[config.mk]
export PLATFORM = sky130hd
export DESIGN_NAME = timed_release_sorted_queue_flat
export DESIGN_NICKNAME = d
export VERILOG_FILES = /design/src/rtl/core/trsq_pkg.sv /design/src/rtl/core/trsq_if.sv /design/src/rtl/core/timed_release_sorted_queue.sv /design/src/rtl/core/trsq_cell.sv /design/src/flat_wrapper.sv
export SDC_FILE = /design/constraint.sdc
export NUM_CORES = 2
export LEC_CHECK = 0
export CORE_UTILIZATION = 40
export DETAILED_ROUTE_END_ITERATION = 8
export DONT_BUFFER_PORTS = 1
export PLACE_DENSITY = 0.6
export SYNTH_ARGS = -nofsm -noshare
export SYNTH_HDL_FRONTEND = slang
export SYNTH_HIERARCHICAL = 1
export SYNTH_SLANG_ARGS = --single-unit
[constraint.sdc]
create_clock -name clk -period 20.5 [get_ports clk]
set_clock_uncertainty 0.15 [all_clocks]
set_input_delay 5.125 -clock clk [delete_from_list [all_inputs] [get_ports clk]]
set_output_delay 5.125 -clock clk [all_outputs]
set_load 0.1 [all_outputs]
[src/rtl/core/trsq_pkg.sv]
// ----------------------------------------------------------------------------
// trsq_pkg: shared types and constants of the timed-release sorted queue
// Field widths, operation and status codes, the sort key and the control
// word that the top level broadcasts to every cell.
// ----------------------------------------------------------------------------
package trsq_pkg;

  localparam int ID_W     = 8;
  localparam int TIME_W   = 31;
  localparam int STATUS_W = 2;
  localparam int OCC_W    = 5;

  // Operation carried by an input transfer
  localparam logic KIND_INSERT = 1'b0;
  localparam logic KIND_POP    = 1'b1;

  // Result status codes
  typedef enum logic [STATUS_W-1:0] {
    ST_INSERTED = 2'd0,
    ST_FULL     = 2'd1,
    ST_RELEASED = 2'd2,
    ST_NONE     = 2'd3
  } status_t;

  // Sort key: time is the major field, so a packed compare orders by
  // (time, id) directly.
  typedef struct packed {
    logic [TIME_W-1:0] tm;
    logic [ID_W-1:0]   id;
  } key_t;

  // Broadcast control word for the cell row
  typedef struct packed {
    logic ins;   // insert key into the row
    logic pop;   // shift row toward the head
    key_t key;   // key being inserted
  } ctl_t;

endpackage

[src/rtl/core/trsq_if.sv]
// ----------------------------------------------------------------------------
// trsq_in_if / trsq_out_if: valid/ready channels of the sorted queue
// Input carries one insert or pop request, output carries one result.
// ----------------------------------------------------------------------------
interface trsq_in_if;
  logic                         valid;
  logic                         ready;
  logic                         kind;
  logic [trsq_pkg::ID_W-1:0]    entry_id;
  logic [trsq_pkg::TIME_W-1:0]  release_at;
  logic [trsq_pkg::TIME_W-1:0]  time_now;

  modport source (output valid, kind, entry_id, release_at, time_now, input ready);
  modport sink   (input valid, kind, entry_id, release_at, time_now, output ready);
endinterface

interface trsq_out_if;
  logic                          valid;
  logic                          ready;
  logic [trsq_pkg::STATUS_W-1:0] status;
  logic [trsq_pkg::ID_W-1:0]     out_id;
  logic [trsq_pkg::TIME_W-1:0]   out_release;
  logic [trsq_pkg::OCC_W-1:0]    occupancy;

  modport source (output valid, status, out_id, out_release, occupancy, input ready);
  modport sink   (input valid, status, out_id, out_release, occupancy, output ready);
endinterface

[src/rtl/core/timed_release_sorted_queue.sv]
// ----------------------------------------------------------------------------
// timed_release_sorted_queue: fixed-depth queue sorted by release time
// Entries kept in (release time, id) order in a row of cells.
// ----------------------------------------------------------------------------
// Each input transfer is an insert or a pop and gives one result. A transfer
// is taken every cycle while the result register is free or being drained:
// all QUEUE_DEPTH cells compare their key with the new one in parallel and
// shift one place in the same cycle, and the result shows up on the output
// in the cycle after the input transfer. An insert into a full queue is
// rejected (status full), a pop returns the head only when its release time
// is at or before time_now. Entries with equal keys leave in arrival order.
// No clearing pass after reset.
module timed_release_sorted_queue #(
  parameter int QUEUE_DEPTH = 16
) (
  input  logic         clk,
  input  logic         rst_n,
  trsq_in_if.sink      in_ch,
  trsq_out_if.source   out_ch
);

  localparam int CNT_W = $clog2(QUEUE_DEPTH + 1);

  trsq_pkg::key_t            keys [QUEUE_DEPTH];
  logic [QUEUE_DEPTH-1:0]    stops;
  trsq_pkg::ctl_t            ctl;

  logic [CNT_W-1:0]          count_r, count_nxt;
  logic                      out_valid_r;
  trsq_pkg::status_t         status_r, status_nxt;
  logic [trsq_pkg::ID_W-1:0]   id_r, id_nxt;
  logic [trsq_pkg::TIME_W-1:0] rel_r, rel_nxt;

  logic accept, full, released;

  // handshake: result register frees as it is drained
  assign in_ch.ready = !out_valid_r || out_ch.ready;
  assign accept      = in_ch.valid && in_ch.ready;

  assign full     = (count_r == CNT_W'(QUEUE_DEPTH));
  assign released = (count_r != '0) && (keys[0].tm <= in_ch.time_now);

  // broadcast control to the cell row
  always_comb begin
    ctl.key.tm = in_ch.release_at;
    ctl.key.id = in_ch.entry_id;
    ctl.ins    = accept && (in_ch.kind == trsq_pkg::KIND_INSERT) && !full;
    ctl.pop    = accept && (in_ch.kind == trsq_pkg::KIND_POP) && released;
  end

  // cell row
  for (genvar i = 0; i < QUEUE_DEPTH; i++) begin : g_cell
    trsq_pkg::key_t left_key, right_key;
    logic           left_stop;
    if (i == 0) begin : g_head
      assign left_key  = '0;
      assign left_stop = 1'b1;
    end else begin : g_body
      assign left_key  = keys[i-1];
      assign left_stop = stops[i-1];
    end
    if (i == QUEUE_DEPTH - 1) begin : g_tail
      assign right_key = '0;
    end else begin : g_mid
      assign right_key = keys[i+1];
    end
    trsq_cell u_cell (
      .clk       (clk),
      .ctl       (ctl),
      .occupied  (CNT_W'(i) < count_r),
      .left_key  (left_key),
      .left_stop (left_stop),
      .right_key (right_key),
      .key       (keys[i]),
      .stop      (stops[i])
    );
  end

  // fill count and result
  always_comb begin
    count_nxt  = count_r;
    status_nxt = status_r;
    id_nxt     = id_r;
    rel_nxt    = rel_r;
    if (accept) begin
      id_nxt  = '0;
      rel_nxt = '0;
      if (in_ch.kind == trsq_pkg::KIND_INSERT) begin
        if (full) begin
          status_nxt = trsq_pkg::ST_FULL;
        end else begin
          status_nxt = trsq_pkg::ST_INSERTED;
          count_nxt  = count_r + CNT_W'(1);
        end
      end else begin
        if (released) begin
          status_nxt = trsq_pkg::ST_RELEASED;
          id_nxt     = keys[0].id;
          rel_nxt    = keys[0].tm;
          count_nxt  = count_r - CNT_W'(1);
        end else begin
          status_nxt = trsq_pkg::ST_NONE;
        end
      end
    end
  end

  always_ff @(posedge clk) begin
    if (!rst_n) begin
      count_r     <= '0;
      out_valid_r <= 1'b0;
    end else begin
      count_r <= count_nxt;
      if (accept) begin
        out_valid_r <= 1'b1;
      end else if (out_ch.ready) begin
        out_valid_r <= 1'b0;
      end
    end
    status_r <= status_nxt;
    id_r     <= id_nxt;
    rel_r    <= rel_nxt;
  end

  // occupancy register tracks the count after each transfer
  logic [trsq_pkg::OCC_W-1:0] occ_r;
  always_ff @(posedge clk) begin
    if (accept) begin
      occ_r <= trsq_pkg::OCC_W'(count_nxt);
    end
  end

  assign out_ch.valid       = out_valid_r;
  assign out_ch.status      = status_r;
  assign out_ch.out_id      = id_r;
  assign out_ch.out_release = rel_r;
  assign out_ch.occupancy   = occ_r;

  // checks
  a_count_bound: assert property (@(posedge clk) disable iff (!rst_n)
    count_r <= CNT_W'(QUEUE_DEPTH))
    else $error("fill count above depth");

  a_insert_grows: assert property (@(posedge clk) disable iff (!rst_n)
    ctl.ins |=> count_r == $past(count_r) + CNT_W'(1))
    else $error("insert did not grow the queue");

  a_head_order: assert property (@(posedge clk) disable iff (!rst_n)
    count_r >= CNT_W'(2) |-> keys[0] <= keys[1])
    else $error("head pair out of order");

  a_full_occ: assert property (@(posedge clk) disable iff (!rst_n)
    out_valid_r && status_r == trsq_pkg::ST_FULL |->
      occ_r == trsq_pkg::OCC_W'(QUEUE_DEPTH))
    else $error("full status with queue not full");

  a_zero_payload: assert property (@(posedge clk) disable iff (!rst_n)
    out_valid_r && status_r != trsq_pkg::ST_RELEASED |-> id_r == '0 && rel_r == '0)
    else $error("payload not cleared without release");

endmodule

[src/rtl/core/trsq_cell.sv]
// ----------------------------------------------------------------------------
// trsq_cell: one slot of the sorted row
// Holds one key, reports whether it sorts at or before the key being
// inserted, and loads its own key, the new key or a neighbor's key.
// ----------------------------------------------------------------------------
module trsq_cell (
  input  logic             clk,
  input  trsq_pkg::ctl_t   ctl,
  input  logic             occupied,   // slot holds a live entry
  input  trsq_pkg::key_t   left_key,   // key of the slot nearer the head
  input  logic             left_stop,  // left slot keeps its key (or this is the head)
  input  trsq_pkg::key_t   right_key,  // key of the slot farther from the head
  output trsq_pkg::key_t   key,
  output logic             stop
);

  trsq_pkg::key_t key_r;
  trsq_pkg::key_t key_nxt;

  // stored key stays ahead of the new one: equal keys keep arrival order
  assign stop = occupied && (key_r <= ctl.key);
  assign key  = key_r;

  always_comb begin
    key_nxt = key_r;
    if (ctl.ins) begin
      if (!stop) begin
        key_nxt = left_stop ? ctl.key : left_key;
      end
    end else if (ctl.pop) begin
      key_nxt = right_key;
    end
  end

  always_ff @(posedge clk) begin
    key_r <= key_nxt;
  end

endmodule

[src/flat_wrapper.sv]
// flat-port wrapper written by rule: the top's interface ports become plain ports
module timed_release_sorted_queue_flat 
#(
  parameter int QUEUE_DEPTH = 16
)
  (clk, rst_n, in_ch_valid, in_ch_kind, in_ch_entry_id, in_ch_release_at, in_ch_time_now, in_ch_ready, out_ch_valid, out_ch_status, out_ch_out_id, out_ch_out_release, out_ch_occupancy, out_ch_ready);
  trsq_in_if in_ch_i ();
  trsq_out_if out_ch_i ();
  input  logic clk;
  input  logic rst_n;
  input wire logic [$bits(in_ch_i.valid)-1:0] in_ch_valid;
  input wire logic [$bits(in_ch_i.kind)-1:0] in_ch_kind;
  input wire logic [$bits(in_ch_i.entry_id)-1:0] in_ch_entry_id;
  input wire logic [$bits(in_ch_i.release_at)-1:0] in_ch_release_at;
  input wire logic [$bits(in_ch_i.time_now)-1:0] in_ch_time_now;
  output wire logic [$bits(in_ch_i.ready)-1:0] in_ch_ready;
  output wire logic [$bits(out_ch_i.valid)-1:0] out_ch_valid;
  output wire logic [$bits(out_ch_i.status)-1:0] out_ch_status;
  output wire logic [$bits(out_ch_i.out_id)-1:0] out_ch_out_id;
  output wire logic [$bits(out_ch_i.out_release)-1:0] out_ch_out_release;
  output wire logic [$bits(out_ch_i.occupancy)-1:0] out_ch_occupancy;
  input wire logic [$bits(out_ch_i.ready)-1:0] out_ch_ready;
  assign in_ch_i.valid = in_ch_valid;
  assign in_ch_i.kind = in_ch_kind;
  assign in_ch_i.entry_id = in_ch_entry_id;
  assign in_ch_i.release_at = in_ch_release_at;
  assign in_ch_i.time_now = in_ch_time_now;
  assign in_ch_ready = in_ch_i.ready;
  assign out_ch_valid = out_ch_i.valid;
  assign out_ch_status = out_ch_i.status;
  assign out_ch_out_id = out_ch_i.out_id;
  assign out_ch_out_release = out_ch_i.out_release;
  assign out_ch_occupancy = out_ch_i.occupancy;
  assign out_ch_i.ready = out_ch_ready;
  timed_release_sorted_queue #(.QUEUE_DEPTH(QUEUE_DEPTH)) u_core (.clk(clk), .rst_n(rst_n), .in_ch(in_ch_i), .out_ch(out_ch_i));
endmodule
Word level (Yosys, flattened, before mapping)
Cells that the tools add are included.

Register bits: 676. Input bits: 75. Output and inout port bits: 48. Word-level logic and storage cells: 208.

Add/subtract/negate cells: 2. Magnitude comparators: 33. Equality and inequality tests: 17. Multiplexer cells: 72. Bitwise operators: 1. Reduce and logical (&&, ||, !) cells: 45.

Operators with widths (count): $mux 39 (63); $le 39x39->1 (16); $lt 4x5->1 const A (8); $reduce_and 2->1 (17); $ne 2x2->1 const B (16); $le 31x31->1 (1); $logic_and 1x1->1 (22); $lt 3x5->1 const A (4); $mux 5 (4); $lt 1x5->1 const A (2); $lt 2x5->1 const A (2); $add 5x1->5 const B (1); $eq 5x5->1 const B (1); $reduce_bool 5->1 (1); $sub 5x1->5 const B (1); $mux 1 (4); $reduce_bool 2->1 (2); $logic_not 1->1 (2); $mux 2 (1); $logic_or 1x1->1 (1); $not 1->1 (1).

Depth between registers and ports, before layout
Depth after elaboration: 7. Gate-level depth with buffers: 14. Mapped depth without buffers: 10.

Hierarchy
Netlist, hierarchy kept.

By module, submodules not included: trsq_cell (instances 16, cells each 318, area each 2990.4 um2); timed_release_sorted_queue (instances 1, cells each 295, area each 3066.7 um2).

Worst setup path after synthesis
Ideal clock, no wire load.

Kind: in2reg. Start: input port out_ch_ready. End: register u_core.g_cell[0].u_cell.key_r (netlist bit u_core/g_cell[0].u_cell/key[0]) (enable). Data arrival time: 11348 ps. Setup slack: 8508 ps. Stages: 8. Path buffers: 2. Cell sequence: nand2b_1 -> nand2_1 -> inv_1 -> and2_1 -> buf_2 -> clkbuf_1 -> inv_1 -> o31ai_1.

RTL lines: start: declaration (line flat_wrapper.sv:22) `input wire logic [$bits(out_ch_i.ready)-1:0] out_ch_ready;`; end signal: assignment (line trsq_cell.sv:36) `key_r <= key_nxt;`; end: declaration (line trsq_cell.sv:17) `trsq_pkg::key_t key_r;`.

Final worst setup path
Start: input port out_ch_ready. End: output port in_ch_ready.

Longest elaborated chain between the ends: 1.

Ends and longest elaborated chain: $logic_or 1x1->1 (line timed_release_sorted_queue.sv:37) `assign in_ch.ready = !out_valid_r || out_ch.ready;`; end: declaration (line flat_wrapper.sv:16) `output wire logic [$bits(in_ch_i.ready)-1:0] in_ch_ready;`.

No other way between the ends.

==> impl_metrics.toml <==
[floorplanning]
initial_core_util_pct = 40.44
design.die.area_um2 = 128700
rows = 130
dieHeight_um = 358.7
core_um2 = 125900
fp.dieW_um = 358.7
ios = 123

[place]
dp_hpwl_um = 94620
io_buffers = 0
dp.cells = 6918
pre_cts_ws_ps = 9188
gp_congestion = 0.8583
dpl-instance-area_um2 = 52790

[critical_path]
cpPeakStageDelay_ps = 800
arrival_ps = 5930
critical_path_class = "input pin to primary output"
worstPathMaxFanout = 3
slowest_stage = "nand2b_1"
crit_chain = "nand2b_1"
start_kind = "input pin"
timing.critical_path.buf_inv = 0
crit_required_ps = 15230
cp_top_family = "simple AND/OR/NAND/NOR gates"
end_kind = "primary output"

[global_route]
grt_first_pass_wirelength_um = 199000
grt_antenna_before_repair = 0
grt_max_degree = 232
grt.total_usage_pct = 18.96
grt_overflow = 0
grt_pass1_vias = 37417

[timing]
drv_slew = 0
finalWorstSetupSlack_ps = 9297
slew_headroom_pct = 28.36
hold_viol_final = 0
maxClockFrequency_mhz = 89.26
fin_setup_tns_ps = 0
hold_ws_ps = 459.1
post-route-period-util_pct = 54.65
min_period_ps = 11200
worst_pin_slew_ps = 1075
setup_viol_count_final = 0
rsz0062_at_grt = "no"

[hold_path]
hold_class = "register to register"

[drt]
routed_wl_um = 123900
first_pass_iters = 5
vias = 37517
drc_errors = 0
drtIter0Drc = 2580
postRouteAntennaNets = 0
avgViaCountPerCell = 5.314
avgRoutedWirePerCell_um = 17.56

[clock_tree]
cts_buffer_depth = 3
clk_latency_ps = 630
clkTransAtPathRegs_ps = 60
cts_sinks = 676
cts_tree = "yes"
cts_buffers = 80
cts_setup_buffers = 0
h-tree-depth = 3
cts_hold_buffers = 0
cts_resized = 0
root_buffer = "clkbuf_16"

[power_and_ir_drop]
combPwrFrac_pct = 20.5
pwr-share-clk_pct = 33.6
power_switching_uw = 1241
vdd_drop_max_uv = 55.86
power_density_nw_per_um2 = 73.41
p_leak_uw = 0.02267
seq_power_share_pct = 46.0
internal_power_uw = 2812
p_sw_share_pct = 30.63

[yosys]
ys_warn_count = 6
syn_area_um2 = 50910
postSynthAreaPerCell_um2 = 9.459
synthCells = 5382

[finish]
final_area_um2 = 55220
diodes = 0
fin_nets = 6083
layoutNonFillerInstCount = 7060
synthToLayoutAreaGrowth_pct = 8.467
layout-drive-gt1-share_pct = 4.529
fillCellCount = 12076

[outcome]
outcome = "complete, no violations"

[run]
cap_viol_max_count = 0
## power by group through the flow
| stage | logic (uW) | registers (uW) | clock network (uW) |
|---|---|---|---|
| 6_report | 829 | 1860 | 1360 |
| 5_1_grt | 944 | 1880 | 1440 |
| 4_1_cts | 830 | 1860 | 1400 |
| 3_5_place_dp | 830 | 1890 | 0 |
| 3_3_place_gp | 795 | 1890 | 0 |
| 2_1_floorplan | 654 | 1850 | 0 |
## worst paths after layout
check	startpoint	to	slack (ps)	cells past startpoint
max	out_ch_ready	in_ch_ready	9300	1
min	u_core/g_cell[15].u_cell/key[7]$_DFFE_PP_	u_core/g_cell[14].u_cell/key[7]$_DFFE_PP_	460	2
max reg2reg	u_core/out_ch.valid$_SDFFE_PN0P_	u_core/g_cell[3].u_cell/key[33]$_DFFE_PP_	13560	9
min reg2reg	u_core/g_cell[15].u_cell/key[7]$_DFFE_PP_	u_core/g_cell[14].u_cell/key[7]$_DFFE_PP_	460	2
## metrics by stage
stage | util [%] | total power, uW
2_1_floorplan | - | 2504
3_3_place_gp | 41.93 | 2683
3_5_place_dp | 41.93 | 2717
4_1_cts | 43.86 | 4092
5_1_grt | 43.86 | 4267
6_report | 43.86 | 4054
## final cells by class
class / count / area (um^2) / share of cell area, %
Clock inverter: 38 / 289.0 / 0.5234
Timing Repair Buffer: 42 / 365.4 / 0.6617
Clock buffer: 104 / 2135 / 3.866
Sequential cell: 676 / 20240 / 36.65
Multi-Input combinational cell: 3839 / 27460 / 49.72
Tap cell: 1650 / 2064 / 3.739
Inverter: 711 / 2669 / 4.833
## cell usage in the layout, fill, tap and decap left out, drive strengths merged, types with 16 or more instances in the layout
cell type  count
conb          79
nor4b         16
a221oi        33
o31ai         17
nor2         701
a21oi        864
a211oi        53
edfxtp       670
nor4          33
clkbuf       104
clkinv        31
ha           658
nor3          51
o21ai        104
nand3        102
nor2b         16
nand2        229
nand4        120
o211ai        16
nand3b        17
and2          43
mux2i        644
inv          713
buf           42
## routing by layer
metal	global-route usage, %	wire length, um
met5	0	0
met4	5.585	3454
met3	2.381	5577
met2	30.64	54490
met1	26.42	60430
## sequential cells by signal, summed over array words and instances, names as in the netlist
register                   cells
u_core/g_cell.u_cell/key     624
u_core/out_ch.out_release     31
u_core/out_ch.out_id           8
u_core/count_r                 5
u_core/out_ch.occupancy        5
u_core/out_ch.status           2
u_core/out_ch.valid            1
(Power assumes the default switching activity.)
